`src/oneshot_periodic_timer_bank_assert.svh`:
```
// assertion macros shared by the timer bank modules
`ifndef ONESHOT_PERIODIC_TIMER_BANK_ASSERT_SVH
`define ONESHOT_PERIODIC_TIMER_BANK_ASSERT_SVH

// condition implies consequence in the same cycle
`define OPTB_ASSERT_SAME(lbl, clk_s, rst_s, pre, post) \
    lbl: assert property (@(posedge clk_s) disable iff (!rst_s) (pre) |-> (post)) \
        else $error("timer bank assertion failed");

// condition implies consequence in the next cycle
`define OPTB_ASSERT_NEXT(lbl, clk_s, rst_s, pre, post) \
    lbl: assert property (@(posedge clk_s) disable iff (!rst_s) (pre) |=> (post)) \
        else $error("timer bank assertion failed");

`endif

```
`src/optb_pkg.sv`:
```
// shared types and constants of the timer bank
`default_nettype none

package optb_pkg;

    localparam int NUM_SLOTS_DEF = 10;
    localparam logic [15:0] TICK_STEP_RESET = 16'd10;

    localparam logic [1:0] MODE_TICK  = 2'd0;
    localparam logic [1:0] MODE_START = 2'd1;
    localparam logic [1:0] MODE_STOP  = 2'd2;
    localparam logic [1:0] MODE_NONE  = 2'd3;

    typedef enum logic [2:0] {
        ST_IDLE,
        ST_START,
        ST_ALLOC,
        ST_STOP,
        ST_TICK,
        ST_FLUSH
    } state_t;

    // commands from controller to datapath
    typedef struct packed {
        logic latch;
        logic scan_clr;
        logic start_step;
        logic alloc;
        logic stop_step;
        logic tick_walk;
        logic flush;
    } ctl_t;

    // status from datapath to controller
    typedef struct packed {
        logic [1:0] in_mode;
        logic       scan_last;
        logic       hit;
        logic       pend_valid;
        logic       out_free;
    } sts_t;

endpackage

`default_nettype wire

```
`src/optb_if.sv`:
```
// channel interfaces of the timer bank
`default_nettype none

interface optb_cmd_if;
    logic        valid;
    logic        ready;
    logic [1:0]  mode;
    logic [7:0]  timer_id;
    logic [31:0] interval_ms;
    logic        repeat_req;

    modport source (output valid, output mode, output timer_id, output interval_ms,
                    output repeat_req, input ready);
    modport sink (input valid, input mode, input timer_id, input interval_ms,
                  input repeat_req, output ready);
endinterface

interface optb_exp_if;
    logic       valid;
    logic       ready;
    logic [7:0] expired_id;
    logic       last_expiry;

    modport source (output valid, output expired_id, output last_expiry, input ready);
    modport sink (input valid, input expired_id, input last_expiry, output ready);
endinterface

interface optb_cfg_if;
    logic        valid;
    logic        ready;
    logic [15:0] data;

    modport source (output valid, output data, input ready);
    modport sink (input valid, input data, output ready);
endinterface

`default_nettype wire

```
`src/optb_ctrl.sv`:
```
// sequencing state machine of the timer bank
`default_nettype none
`include "oneshot_periodic_timer_bank_assert.svh"

module optb_ctrl (
    input  logic           clk,
    input  logic           rst_n,
    input  logic           in_valid,
    output logic           in_ready,
    input  optb_pkg::sts_t sts,
    output optb_pkg::ctl_t ctl
);

    optb_pkg::state_t state_reg;
    optb_pkg::state_t state_next;
    logic             walk_ok;

    // a tick walk waits when a second expiry finds the output still full
    assign walk_ok = !(sts.hit && sts.pend_valid && !sts.out_free);

    always_ff @(posedge clk or negedge rst_n)
    begin
        if (!rst_n)
        begin
            state_reg <= optb_pkg::ST_IDLE;
        end
        else
        begin
            state_reg <= state_next;
        end
    end

    always_comb
    begin
        state_next = state_reg;
        unique case (state_reg)
            optb_pkg::ST_IDLE:
            begin
                if (in_valid)
                begin
                    unique case (sts.in_mode)
                        optb_pkg::MODE_TICK:  state_next = optb_pkg::ST_TICK;
                        optb_pkg::MODE_START: state_next = optb_pkg::ST_START;
                        optb_pkg::MODE_STOP:  state_next = optb_pkg::ST_STOP;
                        optb_pkg::MODE_NONE:  state_next = optb_pkg::ST_IDLE;
                    endcase
                end
            end
            optb_pkg::ST_START:
            begin
                priority if (sts.hit)
                    state_next = optb_pkg::ST_IDLE;
                else if (sts.scan_last)
                    state_next = optb_pkg::ST_ALLOC;
            end
            optb_pkg::ST_ALLOC:
            begin
                state_next = optb_pkg::ST_IDLE;
            end
            optb_pkg::ST_STOP:
            begin
                if (sts.scan_last)
                    state_next = optb_pkg::ST_IDLE;
            end
            optb_pkg::ST_TICK:
            begin
                if (walk_ok && sts.scan_last)
                    state_next = optb_pkg::ST_FLUSH;
            end
            optb_pkg::ST_FLUSH:
            begin
                if (!sts.pend_valid || sts.out_free)
                    state_next = optb_pkg::ST_IDLE;
            end
        endcase
    end

    always_comb
    begin
        in_ready       = 1'b0;
        ctl            = '0;
        unique case (state_reg)
            optb_pkg::ST_IDLE:
            begin
                in_ready     = 1'b1;
                ctl.latch    = in_valid;
                ctl.scan_clr = in_valid;
            end
            optb_pkg::ST_START:
            begin
                ctl.start_step = 1'b1;
            end
            optb_pkg::ST_ALLOC:
            begin
                ctl.alloc = 1'b1;
            end
            optb_pkg::ST_STOP:
            begin
                ctl.stop_step = 1'b1;
            end
            optb_pkg::ST_TICK:
            begin
                ctl.tick_walk = walk_ok;
            end
            optb_pkg::ST_FLUSH:
            begin
                ctl.flush = sts.pend_valid && sts.out_free;
            end
        endcase
    end

    `OPTB_ASSERT_SAME(a_idle_no_pending, clk, rst_n,
        state_reg == optb_pkg::ST_IDLE, !sts.pend_valid)
    `OPTB_ASSERT_SAME(a_flush_has_room, clk, rst_n,
        ctl.flush, sts.pend_valid && sts.out_free)

endmodule

`default_nettype wire

```
`src/optb_datapath.sv`:
```
// slot storage, scan index, tick arithmetic and result register
`default_nettype none
`include "oneshot_periodic_timer_bank_assert.svh"

module optb_datapath #(
    parameter int NUM_SLOTS = optb_pkg::NUM_SLOTS_DEF
) (
    input  logic           clk,
    input  logic           rst_n,
    input  optb_pkg::ctl_t ctl,
    output optb_pkg::sts_t sts,
    input  logic [1:0]     in_mode,
    input  logic [7:0]     in_timer_id,
    input  logic [31:0]    in_interval_ms,
    input  logic           in_repeat_req,
    input  logic           cfg_valid,
    input  logic [15:0]    cfg_data,
    output logic           out_valid,
    input  logic           out_ready,
    output logic [7:0]     out_expired_id,
    output logic           out_last_expiry
);

    localparam int IDX_W = (NUM_SLOTS > 1) ? $clog2(NUM_SLOTS) : 1;

    logic [15:0]          tick_step_reg;
    logic [NUM_SLOTS-1:0] active_reg;
    logic                 slot_periodic_reg  [NUM_SLOTS];
    logic [31:0]          slot_interval_reg  [NUM_SLOTS];
    logic [31:0]          slot_remaining_reg [NUM_SLOTS];
    logic [7:0]           slot_owner_reg     [NUM_SLOTS];

    logic [1:0]           mode_reg;
    logic [7:0]           id_reg;
    logic [31:0]          ms_reg;
    logic                 rep_reg;

    logic [IDX_W-1:0]     idx_reg;
    logic [IDX_W-1:0]     free_idx_reg;
    logic                 free_found_reg;
    logic                 pend_valid_reg;
    logic [7:0]           pend_id_reg;
    logic                 out_valid_reg;
    logic [7:0]           out_id_reg;
    logic                 out_last_reg;

    logic                 active_cur;
    logic [7:0]           owner_cur;
    logic [31:0]          rem_cur;
    logic                 rem_le;
    logic                 hit;
    logic                 scan_last;
    logic                 out_free;
    logic                 push;
    logic                 advance;

    assign active_cur = active_reg[idx_reg];
    assign owner_cur  = slot_owner_reg[idx_reg];
    assign rem_cur    = slot_remaining_reg[idx_reg];
    // a slot expires when its count does not exceed the step
    assign rem_le     = rem_cur <= {16'd0, tick_step_reg};
    assign hit        = active_cur && ((mode_reg == optb_pkg::MODE_TICK) ? rem_le
                                                                          : (owner_cur == id_reg));
    assign scan_last  = idx_reg == IDX_W'(NUM_SLOTS - 1);
    assign out_free   = !out_valid_reg || out_ready;
    assign push       = (ctl.tick_walk && hit && pend_valid_reg) || ctl.flush;
    assign advance    = (ctl.start_step || ctl.stop_step || ctl.tick_walk) && !scan_last;

    assign sts.in_mode    = in_mode;
    assign sts.scan_last  = scan_last;
    assign sts.hit        = hit;
    assign sts.pend_valid = pend_valid_reg;
    assign sts.out_free   = out_free;

    assign out_valid       = out_valid_reg;
    assign out_expired_id  = out_id_reg;
    assign out_last_expiry = out_last_reg;

    // control state
    always_ff @(posedge clk or negedge rst_n)
    begin
        if (!rst_n)
        begin
            tick_step_reg  <= optb_pkg::TICK_STEP_RESET;
            active_reg     <= '0;
            idx_reg        <= '0;
            free_found_reg <= 1'b0;
            pend_valid_reg <= 1'b0;
            out_valid_reg  <= 1'b0;
        end
        else
        begin
            if (cfg_valid)
                tick_step_reg <= cfg_data;

            if (ctl.scan_clr)
                idx_reg <= '0;
            else if (advance)
                idx_reg <= idx_reg + IDX_W'(1);

            if (ctl.scan_clr)
                free_found_reg <= 1'b0;
            else if (ctl.start_step && !active_cur)
                free_found_reg <= 1'b1;

            if (ctl.alloc && free_found_reg)
                active_reg[free_idx_reg] <= 1'b1;
            else if (ctl.stop_step && hit)
                active_reg[idx_reg] <= 1'b0;
            else if (ctl.tick_walk && hit && !slot_periodic_reg[idx_reg])
                active_reg[idx_reg] <= 1'b0;

            if (ctl.tick_walk && hit)
                pend_valid_reg <= 1'b1;
            else if (ctl.flush)
                pend_valid_reg <= 1'b0;

            if (push)
                out_valid_reg <= 1'b1;
            else if (out_ready)
                out_valid_reg <= 1'b0;
        end
    end

    // payload
    always_ff @(posedge clk)
    begin
        if (ctl.latch)
        begin
            mode_reg <= in_mode;
            id_reg   <= in_timer_id;
            ms_reg   <= in_interval_ms;
            rep_reg  <= in_repeat_req;
        end

        if (ctl.start_step && !active_cur && !free_found_reg)
            free_idx_reg <= idx_reg;

        if (ctl.start_step && hit)
        begin
            slot_interval_reg[idx_reg]  <= ms_reg;
            slot_remaining_reg[idx_reg] <= ms_reg;
            slot_periodic_reg[idx_reg]  <= rep_reg;
        end
        else if (ctl.alloc && free_found_reg)
        begin
            slot_interval_reg[free_idx_reg]  <= ms_reg;
            slot_remaining_reg[free_idx_reg] <= ms_reg;
            slot_periodic_reg[free_idx_reg]  <= rep_reg;
            slot_owner_reg[free_idx_reg]     <= id_reg;
        end
        else if (ctl.tick_walk && active_cur)
        begin
            if (hit)
                slot_remaining_reg[idx_reg] <= slot_interval_reg[idx_reg];
            else
                slot_remaining_reg[idx_reg] <= rem_cur - {16'd0, tick_step_reg};
        end

        if (ctl.tick_walk && hit)
            pend_id_reg <= owner_cur;

        if (push)
        begin
            out_id_reg   <= pend_id_reg;
            out_last_reg <= ctl.flush;
        end
    end

    `OPTB_ASSERT_SAME(a_push_has_room, clk, rst_n,
        ctl.tick_walk && hit && pend_valid_reg, out_free)
    `OPTB_ASSERT_NEXT(a_scan_restart, clk, rst_n,
        ctl.latch, (idx_reg == '0) && !free_found_reg)

endmodule

`default_nettype wire

```
`src/oneshot_periodic_timer_bank.sv`:
```
// top level of the one-shot and periodic timer bank
`default_nettype none

// bank of NUM_SLOTS software timers driven by tick, start and stop requests on
// cmd. a request is taken only while the controller is idle and is then worked
// by a walk over the slots, one slot per clock while the walk is not paused,
// through a single 32-bit compare/subtract unit. a tick accepts, walks and
// flushes the last expiry; a start stops at an active slot with the same id,
// else allocates the lowest free slot in the state after the walk; a stop
// walks all slots and an unused mode is accepted with no walk. a tick walk
// pauses while a second expiry finds the previous one still waiting in the
// output register. expiries leave on expiry in slot order, with last_expiry
// set on the final one of each tick; start and stop give none. tick_step is
// written through cfg, always ready; the user must write it only while the
// bank is idle, the block itself does not enforce this.

module oneshot_periodic_timer_bank #(
    parameter int NUM_SLOTS = optb_pkg::NUM_SLOTS_DEF
) (
    input  logic       clk,
    input  logic       rst_n,
    optb_cmd_if.sink   cmd,
    optb_exp_if.source expiry,
    optb_cfg_if.sink   cfg
);

    optb_pkg::ctl_t ctl;
    optb_pkg::sts_t sts;
    logic           in_ready;

    // configuration is taken every cycle
    assign cfg.ready = 1'b1;
    assign cmd.ready = in_ready;

    // sequencer: idle, start walk, allocate, stop walk, tick walk, flush
    optb_ctrl u_ctrl (
        .clk      (clk),
        .rst_n    (rst_n),
        .in_valid (cmd.valid),
        .in_ready (in_ready),
        .sts      (sts),
        .ctl      (ctl)
    );

    // slot storage, arithmetic and the result register
    optb_datapath #(
        .NUM_SLOTS (NUM_SLOTS)
    ) u_datapath (
        .clk             (clk),
        .rst_n           (rst_n),
        .ctl             (ctl),
        .sts             (sts),
        .in_mode         (cmd.mode),
        .in_timer_id     (cmd.timer_id),
        .in_interval_ms  (cmd.interval_ms),
        .in_repeat_req   (cmd.repeat_req),
        .cfg_valid       (cfg.valid),
        .cfg_data        (cfg.data),
        .out_valid       (expiry.valid),
        .out_ready       (expiry.ready),
        .out_expired_id  (expiry.expired_id),
        .out_last_expiry (expiry.last_expiry)
    );

endmodule

`default_nettype wire

```
`src/flat_wrapper.sv`:
```
// flat-port wrapper written by rule: the top's interface ports become plain ports
module oneshot_periodic_timer_bank_flat 
#(
    parameter int NUM_SLOTS = optb_pkg::NUM_SLOTS_DEF
)
  (clk, rst_n, cmd_valid, cmd_mode, cmd_timer_id, cmd_interval_ms, cmd_repeat_req, cmd_ready, expiry_valid, expiry_expired_id, expiry_last_expiry, expiry_ready, cfg_valid, cfg_data, cfg_ready);
  optb_cmd_if cmd_i ();
  optb_exp_if expiry_i ();
  optb_cfg_if cfg_i ();
  input  logic clk;
  input  logic rst_n;
  input wire logic [$bits(cmd_i.valid)-1:0] cmd_valid;
  input wire logic [$bits(cmd_i.mode)-1:0] cmd_mode;
  input wire logic [$bits(cmd_i.timer_id)-1:0] cmd_timer_id;
  input wire logic [$bits(cmd_i.interval_ms)-1:0] cmd_interval_ms;
  input wire logic [$bits(cmd_i.repeat_req)-1:0] cmd_repeat_req;
  output wire logic [$bits(cmd_i.ready)-1:0] cmd_ready;
  output wire logic [$bits(expiry_i.valid)-1:0] expiry_valid;
  output wire logic [$bits(expiry_i.expired_id)-1:0] expiry_expired_id;
  output wire logic [$bits(expiry_i.last_expiry)-1:0] expiry_last_expiry;
  input wire logic [$bits(expiry_i.ready)-1:0] expiry_ready;
  input wire logic [$bits(cfg_i.valid)-1:0] cfg_valid;
  input wire logic [$bits(cfg_i.data)-1:0] cfg_data;
  output wire logic [$bits(cfg_i.ready)-1:0] cfg_ready;
  assign cmd_i.valid = cmd_valid;
  assign cmd_i.mode = cmd_mode;
  assign cmd_i.timer_id = cmd_timer_id;
  assign cmd_i.interval_ms = cmd_interval_ms;
  assign cmd_i.repeat_req = cmd_repeat_req;
  assign cmd_ready = cmd_i.ready;
  assign expiry_valid = expiry_i.valid;
  assign expiry_expired_id = expiry_i.expired_id;
  assign expiry_last_expiry = expiry_i.last_expiry;
  assign expiry_i.ready = expiry_ready;
  assign cfg_i.valid = cfg_valid;
  assign cfg_i.data = cfg_data;
  assign cfg_ready = cfg_i.ready;
  oneshot_periodic_timer_bank #(.NUM_SLOTS(NUM_SLOTS)) u_core (.clk(clk), .rst_n(rst_n), .cmd(cmd_i), .expiry(expiry_i), .cfg(cfg_i));
endmodule
```
`config.mk`:
```
export PLATFORM = sky130hd
export DESIGN_NAME = oneshot_periodic_timer_bank_flat
export DESIGN_NICKNAME = d
export VERILOG_FILES = /design/src/optb_pkg.sv /design/src/optb_if.sv /design/src/optb_ctrl.sv /design/src/optb_datapath.sv /design/src/oneshot_periodic_timer_bank.sv /design/src/flat_wrapper.sv
export VERILOG_INCLUDE_DIRS = /design/src /design/src/src
export SDC_FILE = /design/constraint.sdc
export NUM_CORES = 1
export LEC_CHECK = 0
export ABC_AREA = 0
export CAP_MARGIN = 25
export CORE_AREA = 4 4 341 343
export CTS_BUF_LIST = sky130_fd_sc_hd__clkbuf_4 sky130_fd_sc_hd__clkbuf_8 sky130_fd_sc_hd__clkbuf_16
export CTS_CLUSTER_DIAMETER = 80
export DETAILED_ROUTE_END_ITERATION = 10
export DIE_AREA = 0 0 345 347
export DONT_BUFFER_PORTS = 1
export GPL_ROUTABILITY_DRIVEN = 0
export HOLD_SLACK_MARGIN = 0.1
export MAX_ROUTING_LAYER = met4
export PLACE_DENSITY = 0.48
export SETUP_SLACK_MARGIN = 0.05
export SYNTH_ARGS = -nofsm -noshare
export SYNTH_HDL_FRONTEND = slang
export SYNTH_HIERARCHICAL = 1
export SYNTH_SLANG_ARGS = --single-unit
export TNS_END_PERCENT = 20
```
`constraint.sdc`:
```
create_clock -name clk -period 13.4 [get_ports clk]
set_input_delay 2.68 -clock clk [delete_from_list [all_inputs] [get_ports clk]]
set_output_delay 2.68 -clock clk [all_outputs]
set_load 0.01 [all_outputs]
```
==> results of run 1 <==
## metal layers
metal	track usage (%)	share of wire, %
met5	-	0
met2	24.28	49
met1	19.70	44
met4	4.358	2.6
met3	2.147	4.8
## power groups by stage
stage	Combinational, mW	Sequential, mW	Clock (mW)
floorplan	1.69	3.27	0
global placement	2.42	3.41	0
detailed placement	2.42	3.42	0
CTS	2.43	3.36	2.52
global route	2.61	3.38	2.64
finish	2.42	3.36	2.45
## path summary, 6_finish.rpt
kind | startpoint | to | slack [ns] | cells after the start
min in group asynchronous | rst_n | u_core/u_ctrl/state_reg[1]$_DFFE_PN0P_ | 1.72 | 0
min reg2reg | u_core/u_datapath/pend_id_reg[3]$_DFFE_PP_ | u_core/u_datapath/out_expired_id[3]$_DFFE_PP_ | 0.43 | 0
min | u_core/u_datapath/pend_id_reg[3]$_DFFE_PP_ | u_core/u_datapath/out_expired_id[3]$_DFFE_PP_ | 0.43 | 0
max in group asynchronous | rst_n | u_core/u_datapath/tick_step_reg[3]$_DFFE_PN1P_ | 11.47 | 0
max | u_core/u_datapath/idx_reg[1]$_DFFE_PN0P_ | u_core/u_datapath/slot_remaining_reg[0][14]$_DFFE_PP_ | 5.38 | 20
max reg2reg | u_core/u_datapath/idx_reg[1]$_DFFE_PN0P_ | u_core/u_datapath/slot_remaining_reg[0][14]$_DFFE_PP_ | 5.38 | 20
## placed cells by master (no fill, tap or decap), types with 11 or more instances in the layout
cell         n
mux4_2     132
clkinv_1    25
o21ai_0     34
nand3_1     16
o21ai_4     12
nor2_1      76
ha_1        22
clkbuf_16   93
o22ai_1     30
nand2_1     79
clkbuf_4    19
a222oi_1    15
dfrtp_1     30
buf_4       47
a211oi_1    51
a21oi_1     97
mux2i_1     61
nor3_1      17
clkinv_2    11
xnor2_1     13
inv_1       41
edfxtp_1   794
mux2_2      46
xor2_1      17
nor2b_1     52
## critical path, cell delays in order, from the launching register on
cell and delay [ns]:
dfrtp_4 0.92, buf_4 0.70, mux4_2 0.33, mux2_2 0.14
o21ai_0 0.13, ha_1 0.28, fa_1 0.43, nand2b_1 0.16
a21oi_1 0.28, a211oi_1 0.19, o221ai_1 0.49, a2111o_1 0.28
o31ai_4 0.08, and2_1 0.24, nand3b_4 0.10, nor4b_1 0.68
nand3_1 0.46, a21oi_2 0.54, buf_4 0.46, o32ai_1 0.17
a21oi_1 0.55
## layout make-up
type | count | area (sq um) | share of cell area [%]
Sequential cell | 830 | 24760 | 63.88
Inverter | 41 | 153.9 | 0.3971
Tap cell | 1512 | 1892 | 4.881
Clock buffer | 112 | 2470 | 6.372
Antenna cell | 2 | 5.005 | 0.01291
Clock inverter | 55 | 523.0 | 1.349
Multi-Input combinational cell | 918 | 8532 | 22.01
Timing Repair Buffer | 51 | 422.9 | 1.091
## cells by family after synthesis
kind of cell / Yosys count / share of synthesized area, %
flops: 830 / 73.34
simple gates: 314 / 4.732
compound gates: 303 / 5.792
mux: 247 / 12.43
buf+inv: 153 / 2.039
xor+xnor: 30 / 0.7787
fa+ha+maj: 23 / 0.8751
other cells: 1 / 0.01111
## metrics by stage
stage / util [%] / worst slack [ns] / instances
after floorplan: - / 4.115 / 1901
after global placement: 31.41 / 5.330 / 3346
after detailed placement: 31.45 / 5.229 / 3350
after CTS: 34.09 / 5.153 / 3517
after global routing: 34.12 / 4.842 / 3519
final: 34.13 / 5.378 / 3521
==> impl_results.md, run 1 <==
* Status: complete, no violations
* Final Hold Vio Count at 0
* TritonRoute pass-1 iters at 6
* Worst EP required at approximately 14 ns
* Clock transition at path regs at approximately 0.060 ns
* Setup TNS at 0 ns
* Root Driver: clkbuf_16
* H-Tree Depth at 3
* Pwr/cell area at roughly 210 mW/mm^2
* Final Max Slew Viols at 0
* Post-route ant nets at 0
* Critical Path Fanout Max at 42
* Fmax at 0.1247 GHz
* HP Class: register to register
* GRT overflow at 0
* Primary FF master, synth: edfxtp_1
* RSZ-0062 raised after global routing: no
* Area leader, netlist: edfxtp_1
* Cell area after layout at 0.03876 sq mm
* # port buffers at 0
* Finish-stage setup viols at 0
* Maximum vdd drop at ~0.11 mV
* Synth async-reset ratio at about 4.3%
* EDFF count, synth at a little under 800
* DR WL/cell at roughly 25 um
* Die Area at around 0.12 sq mm
* Syn. warnings at 6
* Average cell area after synthesis at 17.75 sq um
* Post-synth cell types at 71
* CTS sink cnt at 830
* Final #Nets at 2021
* Layout area overhead at 14.87%
* Sequential fraction of the synthesis area at 73.34%
* Core Box Area at approximately 0.11 sq mm
* Vias in the first global route at 18200
* Sw frac at 33.15%
* Leakage at 12.37 nW
* Max Cap Viol at 0
* Combinational share of power at 29.4%
* Largest net degree at the start of global routing at 56
* Tot Pwr at 8.222 mW
* Flop pwr share at 40.8%
* Worst-Margin Slew at roughly 1.0 ns
* Post-route DRC at 0
* Total CTS buffers at 92
* Sw power at around 2.7 mW
* Hold Slack at 0.4274 ns
* Initial antenna violation count at 4
* Rows at 124
* Clk Latency, worst-skew pair at ~0.67 ns
* CTS tree: done
* Vias at 17490
* DP HPWL at 54190 um
* Slew Limit Headroom at between 30% and 40%
* Post-Syn Nets at 1988
* CTS Buffer Depth at 3
* Crit Path Category: register to register
* Buffer count from post-CTS setup fixing at 0
* CP Launch Type: register
* Skew final at 0.05215 ns
* Via density at 4.967
* Synth Register Bits at 830
* Total internal power at between 5 and 6 mW
* Synth top area cells: edfxtp_1 71%, mux4_2 8.8%, dfrtp_1 2.5%, mux2i_1 1.8%, mux2_2 1.5%
* Critical Path AT at 8.39 ns
* Post_cts resized at 0
* Synth top area share at around 71%
* Post-Syn Area at about 0.034 sq mm
* Top-count cell post-synth: edfxtp_1
* Number of top-level pins at 76
* Fraction of layout cells with a size suffix above 1 at about a fifth
* Clock group share of total power at between 20% and 30%
* Filler instances at 10770
* Die Ht at 347 um
* Synth cell count leaders: 794 x edfxtp_1, 132 x mux4_2, 98 x a21oi_1, 85 x nor2_1, 79 x nand2_1
* Crit share post-route at around three fifths
* CTS Hold Bufs at 0
* Initial Util at 29.71%
* GRT Overall Usage at 14.97%
* Placed standard-cell area at between 0.03 and 0.04 sq mm
* Post-Syn Instances at 1901
* First-pass GRT wire length at 128600 um
* Setup crit end kind: register
* Period minus WS final at around 8 ns
* Final wirelength at 88490 um
* Die width at 345 um
* Initial detailed-routing violation count at roughly 1400
Note: power is estimated with default switching activity, not from simulation.
==> run 2, diff against run 1 <==
- ABC_AREA: 0 -> 1
- CORE_AREA: 4 4 341 343 -> 4 4 346 348
- DIE_AREA: 0 0 345 347 -> 0 0 350 352
- PLACE_DENSITY: 0.48 -> 0.5
- clock period: 13.4 -> 7 ns (I/O delays scaled with it)
==> impl_results.md, run 2 <==
* Hold Crit Start: u_core/u_datapath/pend_id_reg[5]$_DFFE_PP_
* RSZ-0062 raised after global routing: no
* DP HPWL at ~56000 um
* Final wirelength at 95100 um
* Final core occ at 34.26%
* Synth cell count leaders: 794 x edfxtp_1, 589 x nand2_1, 439 x nor2_1, 357 x o21ai_0, 192 x inv_1
* Post-route DRC at 0
* Finish-stage setup viols at 0
* Post-Syn Nets at 3135
* Synth async-reset ratio at 4.337%
* Post-Syn Area at 0.03487 sq mm
* Worst EP required at 7.37 ns
* RR Endpoint: u_core/u_datapath/slot_remaining_reg[5][14]$_DFFE_PP_
* Maximum vdd drop at 0.2937 mV
* Clk Latency, worst-skew pair at 0.67 ns
* Skew final at ~0.034 ns
* CP startpoint: u_core/u_datapath/idx_reg[0]$_DFFE_PN0P_
* Post_cts resized at 0
* Placed standard-cell area at about 0.037 sq mm
* Reg2reg setup slack at 1.19 ns
* Area leader, netlist: edfxtp_1
* Setup TNS at 0 ns
* Fin cells at 4641
* GRT met2 Usage at between 20% and 30%
* # port buffers at 0
* Vias in the first global route at 21840
* Post-Syn Instances at around 3000
* Filler instances at 11410
* Critical Path AT at 6.19 ns
* Critical Path Slowest Stage Cell: buf_4
* DP Worst Slack at approximately 1.2 ns
* Rows at around 130
* TritonRoute pass-1 iters at 5
* Placed cell count at 4472
* M3 GR Usage at 2.136%
* Die Area at 0.1232 sq mm
* HP Class: register to register
* Crit-path cells: buf_4 > buf_4 > nand2_1 > nand3_1 > nand2_1 > nand2_1 > nand3_1 > nor2_1 > nand2_1 > nor2_2 > nand3_2 > nand2_2 > inv_2 > nor2_4 > a31oi_1 > inv_1 > nor3_2 > nand2_2 > buf_4 > o21ai_0 > nor2_1
* Sequential fraction of the synthesis area at a little over 70%
* CTS Buffer Depth at 3
* Primary FF master, synth: edfxtp_1
* Buffer count from post-CTS setup fixing at 0
* First-pass GRT wire length at 143000 um
* Post-route ant nets at 0
* GRT overflow at 0
* Cell area after layout at around 0.040 sq mm
* Max stage delay on crit path at 0.81 ns
* Reg2Reg Depth at 21
* Die Ht at 352 um
* Met1 Use GR at 21.00%
* Leakage at 14.18 nW
* Initial detailed-routing violation count at 1856
* GRT Overall Usage at between 10% and 20%
* Fmax at 0.1721 GHz
* Slew Limit Headroom at a little under two fifths
* Min setup slack post-route at roughly 1.2 ns
* Average cell area after synthesis at 11.44 sq um
* Crit Path Category: register to register
* Die width at 350 um
* DR WL/cell at 20.49 um
* Commonest non-fill, non-tap cell in the layout: edfxtp_1
* Synth top area cells: edfxtp_1 68%, nand2_1 6.3%, o21ai_0 5.1%, nor2_1 4.7%, dfrtp_1 2.4%
* Final #Nets at 3128
* Final Hold Vio Count at 0
* Root Driver: clkbuf_16
* Vias at approximately 22000
* Period minus WS final at 5.812 ns
* Max Cap Viol at 0
* CTS tree: done
* Status: complete, no violations
* Fraction of layout cells with a size suffix above 1 at 9.400%
* Initial Util at 30.01%
* Layout area overhead at 14.17%
* CTS Hold Bufs at 0
* Number of top-level pins at 76
* Worst-Margin Slew at 0.9497 ns
* Core Box Area at 0.1162 sq mm
* Top-count cell post-synth: edfxtp_1
* RR Startpoint: u_core/u_datapath/idx_reg[0]$_DFFE_PN0P_
* EDFF count, synth at 794
* Initial antenna violation count at 0
* Post-synth cell types at 47
* Largest net degree at the start of global routing at ~170
* Bufs and invs on worst path at 5
* Syn. warnings at 6
* Crit. path cell count at 21
* Synth top area share at a little under 70%
* Setup crit end kind: register
* Multi-input logic area at 0.008768 sq mm
* Global route hottest layer: met2
* Crit path max-delay family: simple AND/OR/NAND/NOR gates
* Final Max Slew Viols at 0
* Via density at approximately 4.8
* Synth Register Bits at 830
* Crit share post-route at 83.02%
* Critical path endpoint: u_core/u_datapath/slot_remaining_reg[5][14]$_DFFE_PP_
* H-Tree Depth at 3
* Pwr/cell area at between 400 and 500 mW/mm^2
* Total CTS buffers at 91
* Sequential cell area at 0.02476 sq mm
* Clock transition at path regs at 0.06 ns
* Most used cell, CP: nand2_1
* Ant diodes at 0
* Critical Path Fanout Max at 87
* CP Launch Type: register
* CTS sink cnt at 830
* Most frequent cells in the layout: 794 x edfxtp_1, 588 x nand2_1, 415 x nor2_1
## run 2: kinds of logic after synthesis
kind of cell | Yosys count | share of synthesized area, %
AOI/OAI and AO/OA | 577 | 8.949
xor gates and xnor gates | 22 | 0.5526
adders and majority gates | 23 | 0.8468
buffers and inverters | 369 | 4.428
DFF | 830 | 70.97
muxes | 1 | 0.03229
other | 1 | 0.01075
and+or+nand+nor | 1225 | 14.21
## run 2: worst min path at each step
stage | slack [ns] | endpoint | depth (start not counted)
finish | 0.42 | u_core/u_datapath/out_expired_id[5]$_DFFE_PP_ | 0
global route | 0.40 | u_core/u_datapath/idx_reg[1]$_DFFE_PN0P_ | 0
CTS | 0.38 | u_core/u_datapath/idx_reg[1]$_DFFE_PN0P_ | 0
detailed placement | 0.41 | u_core/u_datapath/out_expired_id[1]$_DFFE_PP_ | 0
global placement | 0.41 | u_core/u_datapath/out_expired_id[1]$_DFFE_PP_ | 0
floorplan | 0.40 | u_core/u_datapath/out_expired_id[0]$_DFFE_PP_ | 0
## run 2: report_power, final
part	internal, mW	switching (mW)
registers	6.15	0.290
clock network	2.84	1.96
logic	1.55	4.14
total	10.5	6.39
## run 2: layout make-up
cell class,count,share of cell area (%)
timing repair buffer,67,1.483
multi-input combinational,1849,22.03
clock inverter,55,1.295
inverter,202,1.936
sequential,830,62.18
clock buffer,114,6.289
tap,1524,4.790
## run 2: stage by stage
stage | power, mW | hold slack [ns]
2_1_floorplan | 10.25 | 0.4003
3_3_place_gp | 12.25 | 0.4079
3_5_place_dp | 12.25 | 0.4093
4_1_cts | 17.10 | 0.3756
5_1_grt | 17.95 | 0.3975
6_report | 16.92 | 0.4213
## run 2: worst register-to-register path, delay by kind of cell (launching register included)
family / cells / cell delay (ns)
DFF: 1 / 0.62
buffers and inverters: 5 / 2.14
and+or+nand+nor: 14 / 2.50
AOI/OAI and AO/OA: 2 / 0.26
## run 2: layer usage
metal / share of wire, % / routed length (um) / vias to the layer above
met4: 1.7 / 1661 / 0
met2: 48 / 45760 / 565
met5: 0 / 0 / -
met1: 45 / 43260 / 11150
met3: 4.7 / 4426 / 114
li1: - / - / 10640
